File: src/hdl/tmi_pkg.sv
`timescale 1ns / 1ps
// ----------------------------------------------------------------------------
// tmi_pkg
// Shared constants and types for the triclinic minimum-image block.
// ----------------------------------------------------------------------------
package tmi_pkg;

    // fractional coordinates are carried modulo one in Q.30
    localparam int FRAC_BITS = 30;
    localparam int REG_W     = 63;
    localparam int CFG_IDX_W = 3;

    localparam logic [CFG_IDX_W-1:0] CFG_CELL_ROW0 = 3'd0;
    localparam logic [CFG_IDX_W-1:0] CFG_CELL_ROW1 = 3'd1;
    localparam logic [CFG_IDX_W-1:0] CFG_CELL_ROW2 = 3'd2;
    localparam logic [CFG_IDX_W-1:0] CFG_INV_ROW0  = 3'd3;
    localparam logic [CFG_IDX_W-1:0] CFG_INV_ROW1  = 3'd4;
    localparam logic [CFG_IDX_W-1:0] CFG_INV_ROW2  = 3'd5;

    // load enables of the four pipeline stages
    typedef struct packed {
        logic s1;
        logic s2;
        logic s3;
        logic s4;
    } tmi_pipe_en_t;

endpackage

File: src/hdl/tmi_frac_lane.sv
`timescale 1ns / 1ps
// ----------------------------------------------------------------------------
// tmi_frac_lane
// One fractional coordinate: displacement times one inverse-cell column,
// kept modulo one, which is the wrapped coordinate in [-0.5, 0.5).
// ----------------------------------------------------------------------------
module tmi_frac_lane
    import tmi_pkg::*;
#(
    parameter int COORD_BITS = 21,
    parameter int DIMENSIONS = 3
)(
    input  logic                         clk,
    input  tmi_pipe_en_t                 en,
    input  logic signed [COORD_BITS-1:0] disp    [3],
    input  logic signed [COORD_BITS-1:0] inv_col [3],
    output logic signed [FRAC_BITS-1:0]  frac
);

    logic [FRAC_BITS-1:0] prod_reg [DIMENSIONS];
    logic [FRAC_BITS-1:0] sum_next;
    logic [FRAC_BITS-1:0] frac_reg;

    // only the product modulo 2^30 matters, so operands are resized to 30 bits
    always_ff @(posedge clk)
    begin
        if (en.s1)
        begin
            for (int i = 0; i < DIMENSIONS; i++)
            begin
                prod_reg[i] <= FRAC_BITS'(disp[i]) * FRAC_BITS'(inv_col[i]);
            end
        end
    end

    always_comb
    begin
        sum_next = '0;
        for (int i = 0; i < DIMENSIONS; i++)
        begin
            sum_next = sum_next + prod_reg[i];
        end
    end

    // low 30 bits read as signed are f - floor(f + 0.5)
    always_ff @(posedge clk)
    begin
        if (en.s2)
        begin
            frac_reg <= sum_next;
        end
    end

    assign frac = signed'(frac_reg);

endmodule

File: config.mk
export PLATFORM = sky130hd
export DESIGN_NAME = tmi_frac_lane
export DESIGN_NICKNAME = d
export VERILOG_FILES = /design/src/hdl/tmi_pkg.sv /design/src/hdl/tmi_frac_lane.sv
export SDC_FILE = /design/constraint.sdc
export NUM_CORES = 2
export LEC_CHECK = 0
export BUFFER_PORTS_ARGS = -buffer_cell sky130_fd_sc_hd__buf_4
export CAP_MARGIN = 15
export CELL_PAD_IN_SITES_DETAIL_PLACEMENT = 0
export CELL_PAD_IN_SITES_GLOBAL_PLACEMENT = 2
export CORE_AREA = 2 2 352 354
export DETAILED_ROUTE_END_ITERATION = 10
export DIE_AREA = 0 0 354 356
export PLACE_DENSITY_LB_ADDON = 0.08
export SYNTH_ARGS = -nofsm -noshare
export SYNTH_HDL_FRONTEND = slang
export SYNTH_SLANG_ARGS = --single-unit
File: constraint.sdc
create_clock -name clk -period 7.35 [get_ports clk]
set_clock_uncertainty 0.15 [all_clocks]
set_input_delay 0.3675 -clock clk [delete_from_list [all_inputs] [get_ports clk]]
set_output_delay 0.3675 -clock clk [all_outputs]
set_load 0.03 [all_outputs]
==> results_dict.tcl <==
set metrics [dict create \
    numPortBuffers 158 \
    ys_warn_count 0 \
    finalNetCount 6074 \
    worst_pin_slew_ns 0.732 \
    slowest_delay_ns 0.52 \
    hpwl_um 100000 \
    synth.net_count 6043 \
    post-route-min-period_ns 6.87 \
    grt_max_degree 57 \
    antenna_found_initial 4 \
    arrival_ns 6.89 \
    drv_slew 0 \
    start_util 0.347 \
    ff_latch_area_mm2 0.00360 \
    synth.most_common_cell "inv_1" \
    diodes 0 \
    num_io_pins 161 \
    design_area_mm2 0.0461 \
    fp.dieW_um 354 \
    setup_viol 0 \
    synth_area_leader_cell "fa_1" \
    slew_headroom 0.512 \
    drc_errors 0 \
    rsz0062_at_grt "false" \
    synth_cells 4606 \
    required_ns 7.36 \
    placed_cell_area_mm2 0.0455 \
    post-cts-setup-buffers 0 \
    viasPerCell 4.56 \
    ys_top_cells_by_count "inv_1, fa_1, and2_1" \
    drv_cap 0 \
    grt_pass1_vias 32300 \
    die-height_um 356 \
    cts_root_buffer "clkbuf_16" \
    critPathTopFamily "adder cells" \
    h-tree-depth 4 \
    grt_usage 0.195 \
    cts_resized 0 \
    synth_enable_flop_cells 120 \
    finalHoldViolCount 0 \
    holdBufCountCts 0 \
    cts.clk_slew.worst_paths_ns 0.06 \
    hp-class "in -> reg" \
    layout-drive-gt1-share 0.0553 \
    slowest_stage "fa_1" \
    clk_path_buf_depth 2 \
    fmax_mhz 145 \
    crit_type "in -> reg" \
    setup_tns_ns 0 \
    avgSynthCellArea_um2 9.25 \
    initialDrtViolationCount 1133 \
    rows 129 \
    yosys.area.top_type_share 0.462 \
    ys_top_cells_by_area "fa_1, inv_1, ha_1, edfxtp_1, and2_1" \
    path_cells "buf_4 -> and2_1 -> fa_1 -> fa_1 -> inv_1 -> fa_1 -> inv_1 -> fa_1 -> fa_1 -> fa_1 -> inv_1 -> fa_1 -> inv_1 -> ha_1 -> a21oi_1 -> o21ai_0 -> o21ai_0 -> a21oi_1 -> buf_4 -> nor4b_2 -> o21ai_0 -> a21o_1 -> a21oi_1 -> xnor2_1" \
    async_reset_ff_frac 0 \
    via_count 28700 \
    core-area_mm2 0.123 \
    outcome "finished clean" \
    die_area_mm2 0.126 \
    clk_latency_ns 0.42 \
    grt_pass1_wl_um 190000 \
    multi_input_area_mm2 0.0336 \
    syn_to_final_growth_pct 8.09 \
    setup.worst_path.start_class "input port" \
    synth.ff_latch_count 120 \
    path_buf_inv 6 \
    wl_um 117000 \
    cts_tree "done" \
    ant_nets 0 \
    gp_congestion 0.775 \
    worst_setup_path_end_kind "flop" \
    dr.pass1.iters 5 \
    cts_buffers 17 \
    synth.distinct_cells 67 \
    largest_reg_flops 90 \
    seq_area_frac_synth 0.0846 \
    netlist_area_mm2 0.0426 \
    cpMostUsedCell "fa_1" \
    numClockSinks 120 \
    wl_per_cell_um 18.6 \
    critPathMaxFanout 10 \
    fill_cells 12800 \
    overflow 0 \
    fin_crit_sh 0.935 \
    synth_flop_cell "edfxtp_1" \
]
[per-layer routing]
layer | global-route usage | vias up | part of all wire
met5 | 0 | - | 0.000068
met1 | 0.275 | 15000 | 0.47
li1 | - | 13400 | -
met2 | 0.345 | 275 | 0.50
met4 | 0.0182 | 2 | 0.0077
met3 | 0.0106 | 54 | 0.017
[stage by stage]
step | setup WS [ns] | hold WS [ns] | utilization | std cells
floorplan | 0.340 | 0.330 | - | 4606
global placement | 0.0503 | 0.563 | 0.371 | 6255
detailed placement | 0.0336 | 0.568 | 0.371 | 6255
CTS | 0.486 | 0.246 | 0.376 | 6287
global route | 0.175 | 0.257 | 0.376 | 6287
finish | 0.477 | 0.264 | 0.376 | 6287
[final cells by class]
| cell class | instances | area share |
|---|---|---|
| sequential | 120 | 0.0782 |
| clock inverter | 14 | 0.00326 |
| timing repair buffer | 207 | 0.0337 |
| tap | 1637 | 0.0445 |
| multi-input combinational | 3055 | 0.730 |
| clock buffer | 18 | 0.00932 |
| inverter | 1236 | 0.101 |
[path summary, 6_finish.rpt]
| path | from | end | slack, ns | cells after the start |
|---|---|---|---|---|
| min | en[2] | frac[2]$_DFFE_PP_ | 0.26 | 1 |
| min reg2reg | prod_reg[0][61]$_DFFE_PP_ | frac[1]$_DFFE_PP_ | 0.58 | 2 |
| max reg2reg | prod_reg[0][1]$_DFFE_PP_ | frac[23]$_DFFE_PP_ | 3.41 | 13 |
| max | disp[11] | prod_reg[0][89]$_DFFE_PP_ | 0.48 | 24 |
[cells in the final DEF (no fill, tap or decap), types with 3 or more instances in the layout]
master | Yosys | layout
nor2_1 | 81 | 81
clkbuf_16 | 0 | 17
nand3_1 | 12 | 12
fa_1 | 984 | 984
xor2_1 | 35 | 35
a2bb2oi_1 | 3 | 3
edfxtp_1 | 120 | 120
nand2b_1 | 24 | 24
nand3b_1 | 3 | 3
or3_1 | 5 | 5
o31ai_1 | 4 | 4
o21a_1 | 16 | 16
inv_1 | 1234 | 1234
a21boi_0 | 4 | 4
nand2_1 | 562 | 562
a31oi_1 | 5 | 5
buf_4 | 1 | 207
and2_1 | 574 | 574
inv_6 | 0 | 3
ha_1 | 322 | 322
clkinv_1 | 2 | 3
a21o_1 | 43 | 43
o31a_1 | 6 | 6
nor3_1 | 14 | 14
a21oi_1 | 74 | 74
nand4_1 | 4 | 4
nor2b_1 | 7 | 7
xnor2_1 | 148 | 148
o21bai_1 | 16 | 16
clkinvlp_4 | 0 | 5
o21ai_0 | 42 | 42
o211ai_1 | 3 | 3
or2_2 | 8 | 8
a211oi_1 | 15 | 15
[worst register-to-register path, cell delays in order, from the launching register on]
cell and delay [ns]:
edfxtp_1 0.41, fa_1 0.54, ha_1 0.19, inv_1 0.07, fa_1 0.46, nor2b_1 0.16, o31a_1 0.25, o2111ai_1 0.32
a31oi_1 0.37, nor2_1 0.11, o21ai_0 0.27, a21o_1 0.16, a21oi_1 0.07, xnor2_1 0.14
[cell families (layout without fill, tap and decap cells)]
logic type | after synthesis | count (layout) | share of synthesized area
multiplexers | 1 | 1 | 0.000235
AND/OR/NAND/NOR | 1300 | 1300 | 0.153
XOR/XNOR | 183 | 183 | 0.0376
flip-flops | 120 | 120 | 0.0846
buffers and inverters | 1431 | 1475 | 0.126
adder cells (fa/ha/maj) | 1306 | 1306 | 0.557
AO/OA/AOI/OAI | 265 | 265 | 0.0420
Power is not shown: default switching activity piles up to over one toggle a cycle in this logic, so the estimate is an artifact.
